<file path="src/rtl/core/bcp_pkg.sv">
`default_nettype none
package bcp_pkg;

    localparam int unsigned FIELD_W = 6;
    localparam int unsigned COEF_W  = 30;
    localparam int unsigned S_DATA_W = 16;
    localparam int unsigned M_DATA_W = 32;

    typedef struct packed {
        logic init;
        logic step;
        logic load;
    } t_dp_cmd;

    typedef struct packed {
        logic cnt_zero;
    } t_dp_sts;

    typedef enum logic [1:0] {
        ST_IDLE = 2'b01,
        ST_RUN  = 2'b10
    } t_state;

endpackage
`default_nettype wire

</file>
<file path="src/rtl/core/bcp_ctrl.sv">
`default_nettype none
module bcp_ctrl (
    input  wire logic               i_clk,
    input  wire logic               i_rst_n,
    input  wire logic               i_s_tvalid,
    output logic                    o_s_tready,
    output logic                    o_m_tvalid,
    input  wire logic               i_m_tready,
    output bcp_pkg::t_dp_cmd        o_cmd,
    input  wire bcp_pkg::t_dp_sts   i_sts
);
    import bcp_pkg::*;

    t_state r_state, n_state;
    logic   r_out_valid, n_out_valid;
    logic   out_free;

    assign out_free = !r_out_valid || i_m_tready;

    always_comb begin
        n_state     = r_state;
        n_out_valid = r_out_valid && !i_m_tready;
        o_cmd       = '0;
        o_s_tready  = 1'b0;
        case (r_state)
            ST_IDLE: begin
                o_s_tready = i_rst_n;
                if (i_s_tvalid && i_rst_n) begin
                    o_cmd.init = 1'b1;
                    n_state    = ST_RUN;
                end
            end
            ST_RUN: begin
                if (!i_sts.cnt_zero) begin
                    o_cmd.step = 1'b1;
                end else if (out_free) begin
                    o_cmd.load  = 1'b1;
                    n_out_valid = 1'b1;
                    n_state     = ST_IDLE;
                end
            end
            default: begin
                n_state = ST_IDLE;
            end
        endcase
    end

    always_ff @(posedge i_clk) begin
        if (!i_rst_n) begin
            r_state     <= ST_IDLE;
            r_out_valid <= 1'b0;
        end else begin
            r_state     <= n_state;
            r_out_valid <= n_out_valid;
        end
    end

    assign o_m_tvalid = r_out_valid;

endmodule
`default_nettype wire

</file>
<file path="config.mk">
export PLATFORM = sky130hd
export DESIGN_NAME = bcp_ctrl
export DESIGN_NICKNAME = d
export VERILOG_FILES = /design/src/rtl/core/bcp_pkg.sv /design/src/rtl/core/bcp_ctrl.sv
export SDC_FILE = /design/constraint.sdc
export NUM_CORES = 1
export LEC_CHECK = 0
export ABC_CLOCK_PERIOD_IN_PS = 1900
export BUFFER_PORTS_ARGS = -buffer_cell sky130_fd_sc_hd__clkbuf_2
export CAP_MARGIN = 30
export CELL_PAD_IN_SITES_DETAIL_PLACEMENT = 1
export CELL_PAD_IN_SITES_GLOBAL_PLACEMENT = 2
export CORE_AREA = 2 2 39 41
export DETAILED_ROUTE_END_ITERATION = 10
export DIE_AREA = 0 0 41 43
export PLACE_DENSITY = 0.49
export SYNTH_ARGS = -nofsm -noshare
export SYNTH_HDL_FRONTEND = slang
export SYNTH_SLANG_ARGS = --single-unit
</file>
<file path="constraint.sdc">
create_clock -name i_clk -period 1.9 [get_ports i_clk]
set_input_delay 0.38 -clock i_clk [delete_from_list [all_inputs] [get_ports i_clk]]
set_output_delay 0.38 -clock i_clk [all_outputs]
set_load 0.01 [all_outputs]
</file>
# Word-level counts from Yosys, hierarchy flattened
# Cells that the tools add are included.
[totals]
word_cells = 27
ff_bits = 3
[op_classes]
mux = 14
reduce_logical = 6
eq_ne = 5
[ops]
columns = ["operator", "count"]
rows = [
  ["2-to-1 mux 1 bit", 9],
  ["2-to-1 mux 2 bit", 4],
  ["inequality test 2 bit, second input constant", 3],
  ["case mux 2 bit (2 select lines)", 1],
  ["AND reduction 3 bit", 1],
  ["equality test 2 x 1 -> 1 bit, second input constant", 1],
  ["equality test 2 bit, second input constant", 1],
  ["logical AND 1 bit", 2],
  ["zero test 1 bit", 2],
  ["logical OR 1 bit", 1],
]

# Longest topological paths before layout
# Gate-level depths: netlist of the first run.
[depth]
word_depth = 5
depth_mapped = 3
mapped_depth_nobuf = 3

# Least setup slack after synthesis of the first run
# No wires, ideal clock.
[synth_timing]
path_kind = "register to output"
from = "register r_state[1]"
to = "output o_cmd[2] (netlist bit)"
t_required_ns = 1.520
stages_incl_launch_ff = 3
path_slack_ns = 0.779
t_arrival_ns = 0.741
path_buffers = 0
path_cell_list = "dfxtp_1 > and3b_4 > and2_4"
[synth_lines]
columns = ["item", "line", "text"]
rows = [
  ["from (decl)", "bcp_ctrl.sv:14", "t_state r_state, n_state;"],
  ["from (signal assigned)", "bcp_ctrl.sv:53", "r_state <= n_state;"],
  ["to (decl)", "bcp_ctrl.sv:9", "output bcp_pkg::t_dp_cmd o_cmd,"],
]

==> results of run 1 <==
==> area by class of cell <==
type / count / area, um^2 / share of cell area
clock buffers: 4 / 26.3 / 0.114
multi-input cells: 11 / 78.8 / 0.342
flip-flops and latches: 3 / 60.1 / 0.261
well taps: 16 / 20.0 / 0.0870
repair buffers: 9 / 45.0 / 0.196
==> registers in the layout, indices dropped and copies added, names as in the netlist <==
name	flops
o_m_tvalid	1
r_state	2
==> cell usage in the layout, fill, tap and decap left out <==
cell type	instances
and2b_2	1
and2_4	1
a31o_1	1
and3b_4	1
clkbuf_2	9
nand2b_1	1
and3_1	1
dfxtp_1	3
clkbuf_4	3
a31oi_1	1
nand2_1	2
clkbuf_1	1
a21boi_0	1
nor2b_1	1
==> final timing paths <==
path | start | endpoint | slack [ps] | depth (start not counted)
worst max-delay path | r_state[0] | o_cmd[0] | 440 | 3
worst min-delay path | i_rst_n | r_state[0] | 410 | 2
worst max register to register | r_state[1] | r_state[1] | 950 | 3
worst min register to register | o_m_tvalid | o_m_tvalid | 530 | 2
==> cell families (layout without fill, tap and decap cells) <==
family | after synthesis | count (layout) | share of synthesized area
compound gates | 3 | 3 | 0.162
simple gates | 8 | 8 | 0.406
flops | 3 | 3 | 0.432
buf+inv | 0 | 13 | 0
==> metal layers <==
metal,routed length (um),GRT usage,vias to the layer above
li1,-,-,76
met4,0,0.0400,0
met1,180,0.0545,65
met2,106,0.0500,10
met5,0,0,-
met3,54,0.0628,0
==> power by group <==
part | total, mW | switching, mW | internal [mW]
registers | 0.0678 | 0.00113 | 0.0667
clock network | 0.108 | 0.0291 | 0.0784
logic | 0.0242 | 0.0106 | 0.0136
==> through the flow <==
step	instance area, um^2	std cells	power (mW)
2_1_floorplan	139	14	0.0821
3_3_place_gp	204	39	0.0918
3_5_place_dp	204	39	0.0929
4_1_cts	230	43	0.206
5_1_grt	230	43	0.218
6_report	230	43	0.200
==> worst max-delay path: cells and delay by family (launching register included) <==
kind	cells	cell delay (ps)
simple gates	2	430
buf+inv	1	120
flops	1	310
==> results_dict.tcl, run 1 <==
set metrics [dict create \
    status "finished clean" \
    drive_gt1_frac 0.556 \
    grt.total_usage 0.0512 \
    dieArea_um2 1760 \
    synth_cell_type_count 11 \
    routed_wl_um 342 \
    crit_chain "and2b_2, and3_1, clkbuf_2" \
    hold_viol 0 \
    syn_area_per_cell_um2 9.92 \
    finalSetupViolations 0 \
    critical_path.max_stage_delay_ps 310 \
    netlist_area_um2 139 \
    drtAntennaViolNets 0 \
    first_pass_iters 4 \
    ys_top_cells_by_count "dfxtp_1, nand2_1" \
    ys_ff_latch 3 \
    via_per_inst 3.51 \
    tns_ps 0 \
    fin_crit_ps 1460 \
    clock_skew_ps 1.09 \
    antenna_found_initial 0 \
    netlist_instances 14 \
    relSlewSlack 0.912 \
    grt_pass1_vias 132 \
    synth_flop_cell "dfxtp_1" \
    grt_pass1_wl_um 524 \
    htreeDepth 1 \
    gp_congestion 0.611 \
    utilization 0.166 \
    drtIter0Drc 6 \
    cp.arrival_ps 1080 \
    yosysMostFrequentCell "dfxtp_1" \
    fill_cells 167 \
    final.setup.worst_slack_ps 437 \
    hold_slack_ps 406 \
    worst_ep_required_time_ps 1520 \
    rsz0062_at_grt "false" \
    timing.final.crit_share 0.770 \
    antenna_cells 0 \
    async_reset_ff_frac 0 \
    portBuffers 9 \
    cts_tree "yes" \
    leakagePower_nw 0.113 \
    die_y_um 43 \
    fmax_mhz 684 \
    drcViolationCount 0 \
    die_w_um 41 \
    yosys_warnings 0 \
    end_kind "output port" \
    ys_seq_area_frac 0.432 \
    cap_violations 0 \
    vdd_drop_max_v 0.000476 \
    clockBufferDepth 2 \
    num_rows 14 \
    worstMarginPinSlew_ps 131 \
    synth_top_area_cell "dfxtp_1" \
    crit_fanout 5 \
    wl_per_cell_um 7.95 \
    vias 151 \
    grt-ovfl-total 0 \
    clk_latency_ps 230 \
    cts_resized 0 \
    critical_path_class "reg2out" \
    hold_class "in2reg" \
    clock-sinks 3 \
    start_kind "register" \
    num_io_pins 10 \
    clkTransAtPathRegs_ps 30 \
    synth_area_leaders "dfxtp_1, and3b_4, a31o_1" \
    synth-edff-count 0 \
    slew_viol_final 0 \
    syn-num-nets 19 \
    grt_max_degree 6 \
    post_cts_buffers 0 \
    cts_inserted_buffers 3 \
    cp_slowest_cell "dfxtp_1" \
    synth_top_area_frac 0.432 \
    fin_nets 33 \
    root_buffer "clkbuf_4" \
    initial_core_util 0.100 \
    core_area_um2 1380 \
    syn_to_final_growth_pct 65.8 \
    postCtsHoldBufs 0 \
    p_per_area_nw_per_um2 867 \
    pre_cts_ws_ps 564 \
]
No activity file was read; power rests on OpenSTA's default activity.
==> run 2, diff against run 1 <==
--- a/config.mk
+++ b/config.mk
@@ -5,7 +5,8 @@
 export SDC_FILE = /design/constraint.sdc
 export NUM_CORES = 1
 export LEC_CHECK = 0
-export ABC_CLOCK_PERIOD_IN_PS = 1900
+export ABC_AREA = 1
+export ABC_CLOCK_PERIOD_IN_PS = 1330
 export BUFFER_PORTS_ARGS = -buffer_cell sky130_fd_sc_hd__clkbuf_2
 export CAP_MARGIN = 30
 export CELL_PAD_IN_SITES_DETAIL_PLACEMENT = 1
@@ -13,7 +14,7 @@
 export CORE_AREA = 2 2 39 41
 export DETAILED_ROUTE_END_ITERATION = 10
 export DIE_AREA = 0 0 41 43
-export PLACE_DENSITY = 0.49
+export PLACE_DENSITY = 0.57
 export SYNTH_ARGS = -nofsm -noshare
 export SYNTH_HDL_FRONTEND = slang
 export SYNTH_SLANG_ARGS = --single-unit
==> constraint.sdc (replaced) <==
create_clock -name i_clk -period 1.33 [get_ports i_clk]
set_input_delay 0.266 -clock i_clk [delete_from_list [all_inputs] [get_ports i_clk]]
set_output_delay 0.266 -clock i_clk [all_outputs]
set_load 0.01 [all_outputs]
==> run 2 against run 1 <==
Against the previous run: cell count grew 21%; total power up 43%; routed wire length is 10% higher; critical path type unchanged; highest routed layer unchanged; critical path depth grew 1; critical endpoint is now o_cmd[2].
==> results_dict.tcl, run 2 <==
set metrics [dict create \
    post_cts_buffers 0 \
    regArea_um2 60.1 \
    drtAntennaViolNets 0 \
    grt_pass1_wl_um 621 \
    initial_core_util 0.102 \
    final_common_cell "clkbuf_2" \
    postPlaceCellArea_um2 206 \
    dieArea_um2 1760 \
    via_per_inst 3.33 \
    cp_slowest_cell "dfxtp_1" \
    vias 173 \
    clockBufferDepth 2 \
    worst_ep_required_time_ps 1060 \
    yosys_warnings 0 \
    ys_top_cells_by_count "nand2_1, inv_1, nor2_1" \
    hold_viol 0 \
    p_per_area_nw_per_um2 1230 \
    async_reset_ff_frac 0 \
    largest_reg_flops 2 \
    syn_area_per_cell_um2 6.15 \
    critPathTopFamily "flip-flops" \
    p_total_uw 285 \
    rsz0062_at_grt "false" \
    synth-edff-count 0 \
    regMostFlops "r_state" \
    cap_violations 0 \
    placed_cells 48 \
    finalInstanceArea_um2 233 \
    num_rows 14 \
    fill_cells 178 \
    synth_flop_cell "dfxtp_1" \
    fmax_mhz 817 \
    vdd_drop_max_v 0.000368 \
    critical_path_class "reg2out" \
    yosysMostFrequentCell "nand2_1" \
    tns_ps 0 \
    end_kind "output port" \
    dp_hpwl_um 333 \
    cts_resized 0 \
    routed_wl_um 377 \
    worstMarginPinSlew_ps 142 \
    start_kind "register" \
    grt_pass1_vias 165 \
    clock-sinks 3 \
    syn_to_final_growth_pct 64.6 \
    core_area_um2 1380 \
    clock_skew_ps 2.35 \
    grt.total_usage 0.0531 \
    wl_per_cell_um 7.25 \
    netlist_area_um2 141 \
    cp-startpoint "r_state[1]" \
    syn-num-nets 28 \
    status "finished clean" \
    cts_tree "yes" \
    gp_congestion 0.603 \
    antenna_cells 0 \
    crit_chain "inv_1, nand2_1, nor2_2, clkbuf_2" \
    ys_ff_latch 3 \
    drive_gt1_frac 0.389 \
    hold_class "in2reg" \
    finalSetupViolations 0 \
    die_w_um 41 \
    crit_fanout 3 \
    clkTransAtPathRegs_ps 40 \
    leakagePower_nw 0.133 \
    grt_max_degree 4 \
    synth_cell_type_count 8 \
    portBuffers 9 \
    die_y_um 43 \
    fin_crit_ps 1220 \
    slew_viol_final 0 \
    ys_seq_area_frac 0.425 \
    synth_top_area_frac 0.425 \
    mostFrequentLayoutCells "clkbuf_2, nand2_1, inv_1, nor2_1" \
    final_cells 52 \
    synth_top_area_cell "dfxtp_1" \
    synth_area_leaders "dfxtp_1, nand2_1, inv_1" \
    relSlewSlack 0.905 \
    drtIter0Drc 0 \
    min-delay-start "i_rst_n" \
    timing.final.crit_share 0.920 \
    htreeDepth 1 \
    netlist_instances 23 \
    drcViolationCount 0 \
    clk_latency_ps 230 \
    multi_input_area_um2 62.6 \
    timing.rr.start "r_state[0]" \
    num_io_pins 10 \
    fin_nets 42 \
    first_pass_iters 1 \
    path_buf_inv 2 \
    root_buffer "clkbuf_4" \
    grt-ovfl-total 0 \
    cp.arrival_ps 960 \
    critical_path.max_stage_delay_ps 320 \
    cts_inserted_buffers 3 \
    antenna_found_initial 0 \
    postCtsHoldBufs 0 \
]
run 2: cell types whose count changed after synthesis, sizes merged, moves of 2 or more:
cell,delta
nor2,+5
inv,+5
a21oi,+2
nand2,+5
run 2: logic make-up after synthesis:
kind of cell           share of synthesized area
AO/OA/AOI/OAI                             0.0708
buffers and inverters                      0.133
flip-flops                                 0.425
AND/OR/NAND/NOR                            0.372
run 2: final timing paths:
path / endpoint / slack [ps] / cells after the start
min: o_m_tvalid / 330 / 3
max: o_cmd[2] / 110 / 4
max reg2reg: r_state[0] / 550 / 4
min reg2reg: o_m_tvalid / 510 / 2
run 2: power breakdown:
part | switching, mW | total (mW) | internal, mW | leakage [nW]
registers | 0.00339 | 0.0988 | 0.0954 | 0.0246
clock network | 0.0412 | 0.153 | 0.112 | 0.0150
logic | 0.0196 | 0.0335 | 0.0139 | 0.0936
run 2: metrics by stage:
step           setup WS (ps)   util  hold WS [ps]
6_report                 106  0.168           325
5_1_grt                 17.6  0.168           348
4_1_cts                 86.5  0.168           332
3_5_place_dp             288  0.149           516
3_3_place_gp             311  0.149           519
2_1_floorplan            424      -           417
run 2: tightest hold or removal path: stages:
cell,delay (ps)
clkbuf_2,90
inv_1,90
a21oi_1,50
run 2: routing by layer:
layer | vias up | wire [um] | global-route usage
met3 | 0 | 38 | 0.0314
met1 | 72 | 187 | 0.0703
met2 | 9 | 151 | 0.0688
met4 | 0 | 0 | 0.0200
li1 | 92 | - | -
met5 | - | 0 | 0
run 2: cell type report:
type / instances / area share
multi-input combinational: 15 / 0.269
sequential: 3 / 0.258
timing repair buffer: 9 / 0.194
clock buffer: 4 / 0.113
tap: 16 / 0.0860
inverter: 5 / 0.0806
==> run 3, diff against run 2 <==
--- a/config.mk
+++ b/config.mk
@@ -5,7 +5,6 @@
 export SDC_FILE = /design/constraint.sdc
 export NUM_CORES = 1
 export LEC_CHECK = 0
-export ABC_AREA = 1
 export ABC_CLOCK_PERIOD_IN_PS = 1330
 export BUFFER_PORTS_ARGS = -buffer_cell sky130_fd_sc_hd__clkbuf_2
 export CAP_MARGIN = 30
@@ -14,7 +13,7 @@
 export CORE_AREA = 2 2 39 41
 export DETAILED_ROUTE_END_ITERATION = 10
 export DIE_AREA = 0 0 41 43
-export PLACE_DENSITY = 0.57
+export PLACE_DENSITY = 0.51
 export SYNTH_ARGS = -nofsm -noshare
 export SYNTH_HDL_FRONTEND = slang
 export SYNTH_SLANG_ARGS = --single-unit
==> run 3 against run 2 <==
Against the previous run: routed wire length grew 13%; critical endpoint unchanged; sequential share of layout area fell by 3.4 points; clock skew decreased by 1.2 ps; via count down 12%; fmax shrank 7.1%; hold slack lost 56 ps; combinational power up 36%; sequential power fell by 1%; critical path depth shrank 1; sequential cell count stayed put; cell area up 18%.
==> results_dict.tcl, run 3 (synthesis gave the netlist of run 1 again) <==
set metrics [dict create \
    min-delay-start "i_rst_n" \
    drive_gt1_frac 0.667 \
    finalSetupViolations 0 \
    critPathTopFamily "simple AND/OR/NAND/NOR gates" \
    utilization 0.198 \
    antenna_cells 0 \
    core_area_um2 1380 \
    status "finished clean" \
    wl_per_cell_um 9.26 \
    die_w_um 41 \
    hold_viol 0 \
    root_buffer "clkbuf_4" \
    regMostFlops "r_state" \
    clockBufferDepth 2 \
    cp_slowest_cell "dfxtp_1" \
    num_rows 14 \
    dieArea_um2 1760 \
    slew_viol_final 0 \
    first_pass_iters 1 \
    grt_pass1_wl_um 621 \
    clk_latency_ps 240 \
    fill_cells 173 \
    regArea_um2 61.3 \
    drtIter0Drc 0 \
    portBuffers 9 \
    path_buf_inv 1 \
    timing.final.crit_share 0.991 \
    drcViolationCount 0 \
    dp_hpwl_um 269 \
    antenna_found_initial 0 \
    wl_met1_um 190 \
    via_per_inst 3.33 \
    grt_pass1_vias 159 \
    worstMarginPinSlew_ps 140 \
    worst_ep_required_time_ps 1060 \
    top_layer "met3" \
    final_cells 46 \
    clock_skew_ps 1.19 \
    wl_met3_um 60 \
    hold_slack_ps 269 \
    timing.rr.start "r_state[1]" \
    postCtsHoldBufs 0 \
    cp.arrival_ps 1050 \
    clkTransAtPathRegs_ps 40 \
    relSlewSlack 0.906 \
    final_common_cell "clkbuf_2" \
    die_y_um 43 \
    vias 153 \
    rsz0062_at_grt "true" \
    end_kind "output port" \
    grt.total_usage 0.0601 \
    critical_path_class "reg2out" \
    fin_crit_ps 1320 \
    cp-startpoint "r_state[1]" \
    critical_path.max_stage_delay_ps 300 \
    grt_max_degree 5 \
    multi_input_area_um2 86.3 \
    crit_chain "and3b_4, and2_4, buf_6" \
    start_kind "register" \
    met2_length_um 175 \
    syn_to_final_growth_pct 97.3 \
    gp_congestion 0.646 \
    cts_tree "yes" \
    p_total_uw 310 \
    fin_nets 36 \
    cap_violations 0 \
    largest_reg_flops 2 \
    fmax_mhz 759 \
    grt-ovfl-total 0 \
    drtAntennaViolNets 0 \
    leakagePower_nw 0.132 \
    clock-sinks 3 \
    hold_class "in2reg" \
    pre_cts_ws_ps 214 \
    routed_wl_um 426 \
    num_io_pins 10 \
    placed_cells 39 \
    p_per_area_nw_per_um2 1130 \
    htreeDepth 1 \
    cts_inserted_buffers 3 \
    final.setup.worst_slack_ps 12.5 \
    initial_core_util 0.100 \
    vdd_drop_max_v 0.000206 \
    mostFrequentLayoutCells "clkbuf_2, clkbuf_4, buf_4" \
    crit_fanout 2 \
]
run 3: changes by cell type in the layout (fill, tap and decap cells not counted), moves of 2 or more:
| cell | previous run | this run |
|---|---|---|
| nor2_1 | 4 | 0 |
| buf_4 | 0 | 3 |
| inv_1 | 4 | 0 |
| a21oi_1 | 2 | 0 |
| buf_6 | 0 | 2 |
| clkbuf_2 | 9 | 7 |
| nand2_1 | 7 | 2 |
run 3: metal layers:
layer / vias to the layer above / GRT usage
li1: 81 / -
met1: 62 / 0.0575
met2: 10 / 0.0625
met3: 0 / 0.0524
met4: 0 / 0.0800
met5: - / 0
run 3: worst register-to-register path, delay by kind of cell (launching register included):
kind,cells,cell delay [ps]
flops,1,310
compound gates,1,180
simple gates,2,350
buf+inv,2,240
run 3: area by class of cell:
cell class,count,area share
Multi-Input combinational cell,11,0.315
Timing Repair Buffer,12,0.292
Sequential cell,3,0.224
Clock buffer,4,0.0959
Tap cell,16,0.0731
run 3: final timing paths:
| check | end | slack [ps] | cells past startpoint |
|---|---|---|---|
| setup / recovery | o_cmd[2] | 10 | 3 |
| hold / removal | r_state[0] | 270 | 2 |
| setup reg to reg | r_state[1] | 130 | 5 |
| hold reg to reg | o_m_tvalid | 550 | 2 |
run 3: metrics by stage:
stage               TNS, ps  area [um^2]
finish                    0          274
global route          -72.4          274
CTS                   -12.8          246
detailed placement        0          204
global placement          0          204
floorplan                 0          139
run 3: report_power, final:
group | switching [mW] | total, mW | leakage (nW) | internal [mW]
logic | 0.0176 | 0.0455 | 0.0928 | 0.0279
registers | 0.00190 | 0.0974 | 0.0243 | 0.0955
clock network | 0.0538 | 0.167 | 0.0150 | 0.113
total | 0.0733 | 0.310 | 0.132 | 0.236
run 3: repair_timing:
item                       4_1_cts  5_1_grt
setup endpoints to repair        3        3
cloned                           0        0
setup buffers                    2        1
hold endpoints to repair         0        0
resized for setup                1        6
pin swaps                        2        1
